--- config.mk ---
export PLATFORM = sky130hd
export DESIGN_NAME = convex_hull_monotone_chain_unit
export DESIGN_NICKNAME = d
export VERILOG_FILES = /design/src/sv/chm_pkg.sv /design/src/sv/convex_hull_monotone_chain_unit.sv /design/src/sv/chm_ram.sv
export VERILOG_INCLUDE_DIRS = /design/src /design/src/sv
export SDC_FILE = /design/constraint.sdc
export NUM_CORES = 2
export LEC_CHECK = 0
export BUFFER_PORTS_ARGS = -buffer_cell sky130_fd_sc_hd__buf_4
export CAP_MARGIN = 20
export CORE_MARGIN = 3
export CORE_UTILIZATION = 66
export CTS_BUF_LIST = sky130_fd_sc_hd__clkbuf_8
export DETAILED_ROUTE_END_ITERATION = 8
export GPL_TIMING_DRIVEN = 0
export HOLD_SLACK_MARGIN = 0.1
export PLACE_DENSITY = 0.83
export SETUP_SLACK_MARGIN = 0.02
export SYNTH_ARGS = -nofsm -noshare
export SYNTH_HDL_FRONTEND = slang
export SYNTH_SLANG_ARGS = --single-unit
--- constraint.sdc ---
create_clock -name clk -period 8.7 [get_ports clk]
set_input_delay 0.87 -clock clk [delete_from_list [all_inputs] [get_ports clk]]
set_output_delay 0.87 -clock clk [all_outputs]
set_load 0.05 [all_outputs]
--- src/sv/convex_hull_monotone_chain_unit_assert.svh ---
// assertion macros for the convex hull unit
// each takes a label and a property expression; the clock is clk, reset arst_n
`ifndef CONVEX_HULL_MONOTONE_CHAIN_UNIT_ASSERT_SVH
`define CONVEX_HULL_MONOTONE_CHAIN_UNIT_ASSERT_SVH
`ifndef SYNTHESIS
`define CHM_ASSERT(lbl, prop) \
	lbl: assert property (@(posedge clk) disable iff (!arst_n) (prop)) \
		else $error("chm assertion failed");
`define CHM_ASSERT_NEVER(lbl, cond) \
	lbl: assert property (@(posedge clk) disable iff (!arst_n) !(cond)) \
		else $error("chm forbidden condition");
`else
`define CHM_ASSERT(lbl, prop)
`define CHM_ASSERT_NEVER(lbl, cond)
`endif
`endif

--- src/sv/chm_pkg.sv ---
`timescale 1ns / 1ps
package chm_pkg;

	// stream data is padded to whole bytes
	localparam int BYTE_BITS = 8;

	// direction of the chain being built
	typedef enum logic {
		DIR_DOWN = 1'b0,
		DIR_UP   = 1'b1
	} chm_dir_t;

endpackage

--- src/sv/convex_hull_monotone_chain_unit.sv ---
`timescale 1ns / 1ps
// channel   dir  tdata (low bit up)          tlast       tuser
// s_axis    in   point_x, point_y            set_end     -
// m_axis    out  hull_x, hull_y              hull_last   overflowed
//
// a point that is not the last of its set is stored (dropped once full); s_axis stays ready
// on the last point the store is insertion sorted
// each chain point is fetched, then turn tested, popping and reloading from the stack,
// all through one shared multiplier and one store read port
// each hull vertex is held on m_axis until taken; s_axis is not ready meanwhile
// reset clears the point count, the drop flag and the sequencer; the stores need no clearing
`include "convex_hull_monotone_chain_unit_assert.svh"
module convex_hull_monotone_chain_unit #(
	parameter int MAX_POINTS = 32,
	parameter int COORD_BITS = 16
) (
	input  logic clk,
	input  logic arst_n,
	input  logic s_axis_tvalid,
	output logic s_axis_tready,
	// point_x, point_y
	input  logic [((2*COORD_BITS+chm_pkg::BYTE_BITS-1)/chm_pkg::BYTE_BITS)
		*chm_pkg::BYTE_BITS-1:0] s_axis_tdata,
	input  logic s_axis_tlast,
	output logic m_axis_tvalid,
	input  logic m_axis_tready,
	// hull_x, hull_y
	output logic [((2*COORD_BITS+chm_pkg::BYTE_BITS-1)/chm_pkg::BYTE_BITS)
		*chm_pkg::BYTE_BITS-1:0] m_axis_tdata,
	output logic m_axis_tlast,
	// overflowed
	output logic m_axis_tuser
);

	import chm_pkg::*;

	localparam int CB = COORD_BITS;
	localparam int PW = 2 * COORD_BITS;
	localparam int DW = ((PW + BYTE_BITS - 1) / BYTE_BITS) * BYTE_BITS;
	localparam int IW = $clog2(MAX_POINTS);
	localparam int CW = $clog2(MAX_POINTS + 1);
	localparam int SW = $clog2(2 * MAX_POINTS);
	localparam int MW = 2 * COORD_BITS + 2;

	typedef enum logic [4:0] {
		S_IDLE, S_SORT_I, S_SORT_T, S_SORT_C, S_SORT_W,
		S_CH_RD, S_CH_LD, S_DIFF, S_MUL1, S_MUL2, S_TURN,
		S_POP, S_POP_S, S_POP_P, S_PUSH,
		S_EM_RD, S_EM_ST, S_EM_OUT, S_EM_WAIT
	} state_t;

	state_t state_q;
	logic [CW-1:0] cnt_q, i_q, k_q, top_q, up_q, e_q;
	logic [IW-1:0] j_q;
	logic drop_q;
	chm_dir_t dir_q;
	logic signed [CB-1:0] tx_q, ty_q, ax_q, ay_q, bx_q, by_q, px_q, py_q;
	logic signed [CB:0] dax_q, day_q, dbx_q, dby_q;
	logic signed [MW-1:0] m1_q, m2_q;
	logic [CB-1:0] ox_q, oy_q;
	logic olast_q, ovalid_q;

	// store and stack ports
	logic st_we, sk_we;
	logic [IW-1:0] st_waddr, st_raddr, sk_wdata, sk_rdata, chain_i;
	logic [PW-1:0] st_wdata, st_rdata;
	logic [SW-1:0] sk_waddr, sk_raddr, base;
	logic signed [CB-1:0] rd_x, rd_y;
	logic [CW-1:0] desc_k, top_m3, em_limit;
	logic pt_less, accept;

	// shared multiplier
	logic signed [CB:0] mul_a, mul_b;
	logic signed [MW-1:0] mul_p;

	assign rd_x = st_rdata[CB-1:0];
	assign rd_y = st_rdata[PW-1:CB];
	assign pt_less = (tx_q < rd_x) || ((tx_q == rd_x) && (ty_q < rd_y));
	assign desc_k = cnt_q - CW'(1) - k_q;
	assign chain_i = (dir_q == DIR_UP) ? k_q[IW-1:0] : desc_k[IW-1:0];
	assign base = (dir_q == DIR_UP) ? '0 : SW'(MAX_POINTS);
	assign top_m3 = top_q - CW'(3);
	assign em_limit = (dir_q == DIR_UP) ? (up_q - CW'(1)) : top_q;
	assign accept = s_axis_tvalid && (state_q == S_IDLE);

	assign mul_a = (state_q == S_MUL1) ? dax_q : day_q;
	assign mul_b = (state_q == S_MUL1) ? dby_q : dbx_q;
	assign mul_p = MW'(mul_a) * MW'(mul_b);

	// store port control
	always_comb begin
		st_we = 1'b0;
		st_waddr = j_q;
		st_wdata = {ty_q, tx_q};
		st_raddr = chain_i;
		case (state_q)
			S_IDLE: begin
				st_we = accept && (cnt_q < CW'(MAX_POINTS));
				st_waddr = cnt_q[IW-1:0];
				st_wdata = {s_axis_tdata[PW-1:CB], s_axis_tdata[CB-1:0]};
			end
			S_SORT_I: st_raddr = i_q[IW-1:0];
			S_SORT_T: st_raddr = i_q[IW-1:0] - IW'(1);
			S_SORT_C: begin
				st_we = pt_less;
				st_wdata = st_rdata;
				st_raddr = j_q - IW'(2);
			end
			S_SORT_W: st_we = 1'b1;
			S_POP_S: st_raddr = sk_rdata;
			S_EM_ST: st_raddr = sk_rdata;
			default: st_raddr = chain_i;
		endcase
	end

	// stack port control
	always_comb begin
		sk_we = (state_q == S_PUSH) && (top_q < CW'(MAX_POINTS));
		sk_waddr = base + SW'(top_q);
		sk_wdata = chain_i;
		sk_raddr = (state_q == S_POP) ? (base + SW'(top_m3)) : (base + SW'(e_q));
	end

	chm_ram #(.WIDTH(PW), .DEPTH(MAX_POINTS)) u_store (
		.clk(clk), .we(st_we), .waddr(st_waddr), .wdata(st_wdata),
		.raddr(st_raddr), .rdata(st_rdata)
	);

	chm_ram #(.WIDTH(IW), .DEPTH(2 * MAX_POINTS)) u_stack (
		.clk(clk), .we(sk_we), .waddr(sk_waddr), .wdata(sk_wdata),
		.raddr(sk_raddr), .rdata(sk_rdata)
	);

	// sequencer
	always_ff @(posedge clk or negedge arst_n) begin
		if (!arst_n) begin
			state_q <= S_IDLE;
			cnt_q <= '0;
			drop_q <= 1'b0;
			ovalid_q <= 1'b0;
			top_q <= '0;
			dir_q <= DIR_UP;
		end else begin
			case (state_q)
				S_IDLE: begin
					if (accept) begin
						if (cnt_q < CW'(MAX_POINTS)) begin
							cnt_q <= cnt_q + CW'(1);
						end else begin
							drop_q <= 1'b1;
						end
						if (s_axis_tlast) begin
							i_q <= CW'(1);
							state_q <= S_SORT_I;
						end
					end
				end
				// insertion sort by x, then y
				S_SORT_I: begin
					if (i_q >= cnt_q) begin
						dir_q <= DIR_UP;
						k_q <= '0;
						top_q <= '0;
						state_q <= S_CH_RD;
					end else begin
						state_q <= S_SORT_T;
					end
				end
				S_SORT_T: begin
					tx_q <= rd_x;
					ty_q <= rd_y;
					j_q <= i_q[IW-1:0];
					state_q <= S_SORT_C;
				end
				S_SORT_C: begin
					if (pt_less) begin
						j_q <= j_q - IW'(1);
						if (j_q == IW'(1)) begin
							state_q <= S_SORT_W;
						end
					end else begin
						state_q <= S_SORT_W;
					end
				end
				S_SORT_W: begin
					i_q <= i_q + CW'(1);
					state_q <= S_SORT_I;
				end
				// chain build: fetch next point
				S_CH_RD: begin
					if (k_q == cnt_q) begin
						if (dir_q == DIR_UP) begin
							up_q <= top_q;
						end
						e_q <= '0;
						state_q <= S_EM_RD;
					end else begin
						state_q <= S_CH_LD;
					end
				end
				S_CH_LD: begin
					px_q <= rd_x;
					py_q <= rd_y;
					state_q <= (top_q > CW'(1)) ? S_DIFF : S_PUSH;
				end
				// turn test on (a, b, p)
				S_DIFF: begin
					dax_q <= (CB+1)'(bx_q) - (CB+1)'(ax_q);
					day_q <= (CB+1)'(by_q) - (CB+1)'(ay_q);
					dbx_q <= (CB+1)'(px_q) - (CB+1)'(ax_q);
					dby_q <= (CB+1)'(py_q) - (CB+1)'(ay_q);
					state_q <= S_MUL1;
				end
				S_MUL1: begin
					m1_q <= mul_p;
					state_q <= S_MUL2;
				end
				S_MUL2: begin
					m2_q <= mul_p;
					state_q <= S_TURN;
				end
				S_TURN: state_q <= (m1_q >= m2_q) ? S_POP : S_PUSH;
				// pop: b takes a, a reloads from the stack if it held more than two
				S_POP: begin
					top_q <= top_q - CW'(1);
					bx_q <= ax_q;
					by_q <= ay_q;
					state_q <= (top_q > CW'(2)) ? S_POP_S : S_PUSH;
				end
				S_POP_S: state_q <= S_POP_P;
				S_POP_P: begin
					ax_q <= rd_x;
					ay_q <= rd_y;
					state_q <= S_DIFF;
				end
				S_PUSH: begin
					if (top_q < CW'(MAX_POINTS)) begin
						top_q <= top_q + CW'(1);
						ax_q <= bx_q;
						ay_q <= by_q;
						bx_q <= px_q;
						by_q <= py_q;
					end
					k_q <= k_q + CW'(1);
					state_q <= S_CH_RD;
				end
				// emit chain vertices
				S_EM_RD: begin
					if (e_q == em_limit) begin
						if (dir_q == DIR_UP) begin
							dir_q <= DIR_DOWN;
							k_q <= '0;
							top_q <= '0;
							state_q <= S_CH_RD;
						end else begin
							cnt_q <= '0;
							drop_q <= 1'b0;
							top_q <= '0;
							state_q <= S_IDLE;
						end
					end else begin
						state_q <= S_EM_ST;
					end
				end
				S_EM_ST: state_q <= S_EM_OUT;
				S_EM_OUT: begin
					ox_q <= st_rdata[CB-1:0];
					oy_q <= st_rdata[PW-1:CB];
					olast_q <= (dir_q == DIR_DOWN) && (e_q == top_q - CW'(1));
					ovalid_q <= 1'b1;
					state_q <= S_EM_WAIT;
				end
				S_EM_WAIT: begin
					if (m_axis_tready) begin
						ovalid_q <= 1'b0;
						e_q <= e_q + CW'(1);
						state_q <= S_EM_RD;
					end
				end
				default: state_q <= S_IDLE;
			endcase
		end
	end

	assign s_axis_tready = (state_q == S_IDLE);
	assign m_axis_tvalid = ovalid_q;
	assign m_axis_tdata = DW'({oy_q, ox_q});
	assign m_axis_tlast = olast_q;
	assign m_axis_tuser = drop_q;

	// checks
	`CHM_ASSERT_NEVER(a_no_out_when_idle, s_axis_tready && m_axis_tvalid)
	`CHM_ASSERT(a_cnt_bound, cnt_q <= CW'(MAX_POINTS))
	`CHM_ASSERT(a_top_bound, top_q <= CW'(MAX_POINTS))
	`CHM_ASSERT(a_out_in_wait, m_axis_tvalid |-> (state_q == S_EM_WAIT))

endmodule

--- src/sv/chm_ram.sv ---
`timescale 1ns / 1ps
module chm_ram #(
	parameter int WIDTH = 8,
	parameter int DEPTH = 16
) (
	input  logic                     clk,
	input  logic                     we,
	input  logic [$clog2(DEPTH)-1:0] waddr,
	input  logic [WIDTH-1:0]         wdata,
	input  logic [$clog2(DEPTH)-1:0] raddr,
	output logic [WIDTH-1:0]         rdata
);

	logic [WIDTH-1:0] mem [DEPTH];

	// one write port, one registered read port
	always_ff @(posedge clk) begin
		if (we) begin
			mem[waddr] <= wdata;
		end
		rdata <= mem[raddr];
	end

endmodule

==> flow_metrics.env <==
export IMPL_status="finished, final reports clean"
export IMPL_grt_pass1_vias=58661
export IMPL_place_ws_ns=-0.4526
export IMPL_synth_warning_count=0
export IMPL_synthCells=6746
export IMPL_crit_path_end_kind="flip-flop"
export IMPL_cts_root_buf="clkbuf_8"
export IMPL_fin_crit_sh_pct=96.75
export IMPL_initial_core_util_pct=66.61
export IMPL_fin_crit_ns=8.417
export IMPL_core_sq_um=125900
export IMPL_crit_path_start_kind="flip-flop"
export IMPL_path_class="reg -> reg"
export IMPL_reg2reg_setup_slack_ns=0.28
export IMPL_drt_iter0_markers=8200
export IMPL_clk_latency_ns=1.02
export IMPL_rr_worst_depth=25
export IMPL_track_usage_pct=36.83
export IMPL_synthMuxAreaShare_pct=2.714
export IMPL_skew_ns=0.08435
export IMPL_nNetsFinal=7849
export IMPL_finalSetupViolations=0
export IMPL_cp_max_fo=10
export IMPL_cts_sinks=1727
export IMPL_routabilityCongestion=1.028
export IMPL_area_growth_pct=12.15
export IMPL_synth_fa_ha_area_share_pct=10.87
export IMPL_synth_xor_area_share_pct=1.306
export IMPL_crit_end="m2_q[33]"
export IMPL_grt_pass1_wl_microns=356700
export IMPL_reg2reg_to="m2_q[33]"
export IMPL_cts_buffers=287
export IMPL_rsz0062_at_grt="true"
export IMPL_cp_startpoint="state_q[3]"
export IMPL_layout_cells_non_filler=9111
export IMPL_synth_compound_area_share_pct=7.463
export IMPL_synth_area_per_cell_sq_um=12.43
export IMPL_clk_pin_slew_ns=0.06
export IMPL_rows=130
export IMPL_slowest_stage="mux2i_2"
export IMPL_ys_seq_elements=1727
export IMPL_vias=58576
export IMPL_port_buffers=72
export IMPL_dp_final_hpwl_microns=174900
export IMPL_drv_slew=0
export IMPL_crit_arrival_ns=9.14
export IMPL_drv_cap=0
export IMPL_synth_top_family_by_area="simple AND/OR/NAND/NOR gates"
export IMPL_slowest_delay_ns=0.69
export IMPL_worst_endpoint_required_ns=9.42
export IMPL_synth_edff_count=1670
export IMPL_viasPerCell=6.429
export IMPL_async_flop_share_pct=1.158
export IMPL_htree_levels=5
export IMPL_cts_tree="built"
export IMPL_dieArea_sq_um=131400
export IMPL_die_w_microns=362.5
export IMPL_syn_area_sq_um=83860
export IMPL_slew_headroom_pct=12.66
export IMPL_hold_viol=0
export IMPL_drtPass1Iterations=9
export IMPL_wire_per_inst_microns=26.48
export IMPL_drive_gt1_share_pct=12.45
export IMPL_seq_area_frac_synth_pct=61.28
export IMPL_synth_fp_nets=7331
export IMPL_ios=73
export IMPL_r2r_start="state_q[3]"
export IMPL_cpMostUsedCell="fa_1"
export IMPL_worst_slack_ns=0.2831
export IMPL_synthSimpleGateAreaFrac_pct=12.51
export IMPL_fmax_mhz=118.8
export IMPL_antenna_left=0
export IMPL_utilization_pct=74.70
export IMPL_tightest_slew_ns=1.304
export IMPL_grt_ovfl_total=0
export IMPL_wirelength_microns=241200
export IMPL_dp_cells=8619
export IMPL_antenna_found_initial=8
export IMPL_synth_cell_types=80
export IMPL_drc_errors=0
export IMPL_grt_max_degree=66
export IMPL_hold_class="in -> reg"
export IMPL_synth_main_ff_cell="edfxtp_1"
export IMPL_die_y_microns=362.5
export IMPL_cts_buffer_depth=4
==> registers in the layout (all words and copies together), names as in the netlist, 17 cells and up <==
| name | flops |
|---|---|
| u_store.mem | 1024 |
| u_store.rdata | 32 |
| u_stack.mem | 320 |
| dbx_q | 17 |
| dby_q | 17 |
| day_q | 17 |
| m2_q | 34 |
| dax_q | 17 |
| m1_q | 34 |
==> worst min path at each step <==
stage	startpoint	endpoint	slack, ns	cells after the start
detailed placement	top_q[0]	up_q[0]	0.51	0
global route	m_axis_tready	state_q[4]	0.26	3
finish	m_axis_tready	state_q[4]	0.27	3
global placement	top_q[0]	up_q[0]	0.50	0
floorplan	u_store.rdata[10]	ox_q[10]	0.44	0
CTS	m_axis_tready	state_q[4]	0.21	3
==> layout make-up <==
cell class	instances	area [sq um]
tap	1650	2064
buffer	317	1413
clock buffer	306	4212
fill	7693	31850
sequential	1727	51390
multi-input combinational	4211	29700
clock inverter	174	818.3
antenna	6	15.01
timing repair buffer	232	2609
inverter	488	1832
==> critical path: cells and delay by family, from the launching register on <==
family	cells	cell delay, ns
compound gates	8	1.72
mux	1	0.69
fa+ha+maj	7	3.37
simple gates	3	0.69
buf+inv	5	1.13
xor+xnor	1	0.13
flops	1	0.40
==> per-layer routing <==
metal | up-vias | track usage (%) | routed length [microns]
met5 | - | 0.8509 | 142
met4 | 4 | 25.16 | 19460
met3 | 892 | 10.73 | 31210
met2 | 4223 | 56.40 | 109400
met1 | 28361 | 45.67 | 80990
li1 | 25096 | - | -
==> timing repair <==
item | in CTS | in global routing
endpoints found under the setup margin | 14 | 12
setup buffers | 0 | 0
hold endpoints to repair | 21 | 0
gates resized for setup | 22 | 35
hold buffers | 2 | 0
cloned | 0 | 0
==> cell usage in the layout (no fill, tap or decap), drive strengths merged, types with 13 or more instances in the layout <==
master / synthesis / routed
buf: 153 / 379
ha: 247 / 247
a22o: 64 / 64
xor2: 33 / 33
nand4: 19 / 19
mux4: 60 / 60
a21boi: 13 / 13
o22ai: 27 / 27
nor3: 89 / 89
a311oi: 110 / 110
a2111oi: 38 / 38
or2: 14 / 14
a211oi: 23 / 23
edfxtp: 1670 / 1670
nand3: 292 / 292
mux2: 27 / 27
a21oi: 105 / 105
a31oi: 63 / 63
nor2: 385 / 385
nor2b: 23 / 23
dfxtp: 37 / 37
a21o: 40 / 40
mux2i: 62 / 62
fa: 301 / 301
and3: 81 / 81
dfrtp: 19 / 19
a221o: 33 / 33
inv: 486 / 583
o21ai: 277 / 277
clkbuf: 167 / 474
o21a: 15 / 15
nand2b: 30 / 30
xnor2: 92 / 92
nand2: 1503 / 1503
a32oi: 20 / 20
clkinv: 2 / 66
or3: 23 / 23
==> per-stage QoR <==
stage               hold slack (ns)  area [sq um]  setup TNS, ns
global route                 0.2569         94040       -0.01105
finish                       0.2699         94050              0
global placement             0.4986         86460        -164.07
CTS                          0.2088         93780              0
floorplan                    0.4429         83860              0
detailed placement           0.5132         88660         -3.629
==> cell families after synthesis <==
logic type | Yosys count
flip-flops | 1727
buffers and inverters | 808
adder cells (fa/ha/maj) | 548
multiplexers | 149
XOR/XNOR | 125
AND/OR/NAND/NOR | 2501
AO/OA/AOI/OAI | 888
==> cells in the mapped netlist (all sizes together) (38+ instances only) <==
cell type / n / area (sq um)
mux4: 60 / 1351
a31oi: 63 / 394.1
buf: 153 / 775.7
nand2: 1503 / 5644
mux2i: 62 / 620.6
a22o: 64 / 560.5
ha: 247 / 3090
a311oi: 110 / 963.4
nor2: 385 / 1448
a21oi: 105 / 525.5
a21o: 40 / 300.3
fa: 301 / 6026
nand3: 292 / 1461
clkbuf: 167 / 626.9
nor3: 89 / 445.4
edfxtp: 1670 / 50150
and3: 81 / 506.7
xnor2: 92 / 805.8
o21ai: 277 / 1386
inv: 486 / 1824
a2111oi: 38 / 546.8
Power is not shown: default switching activity piles up to over one toggle a cycle in this logic, so the estimate is an artifact.
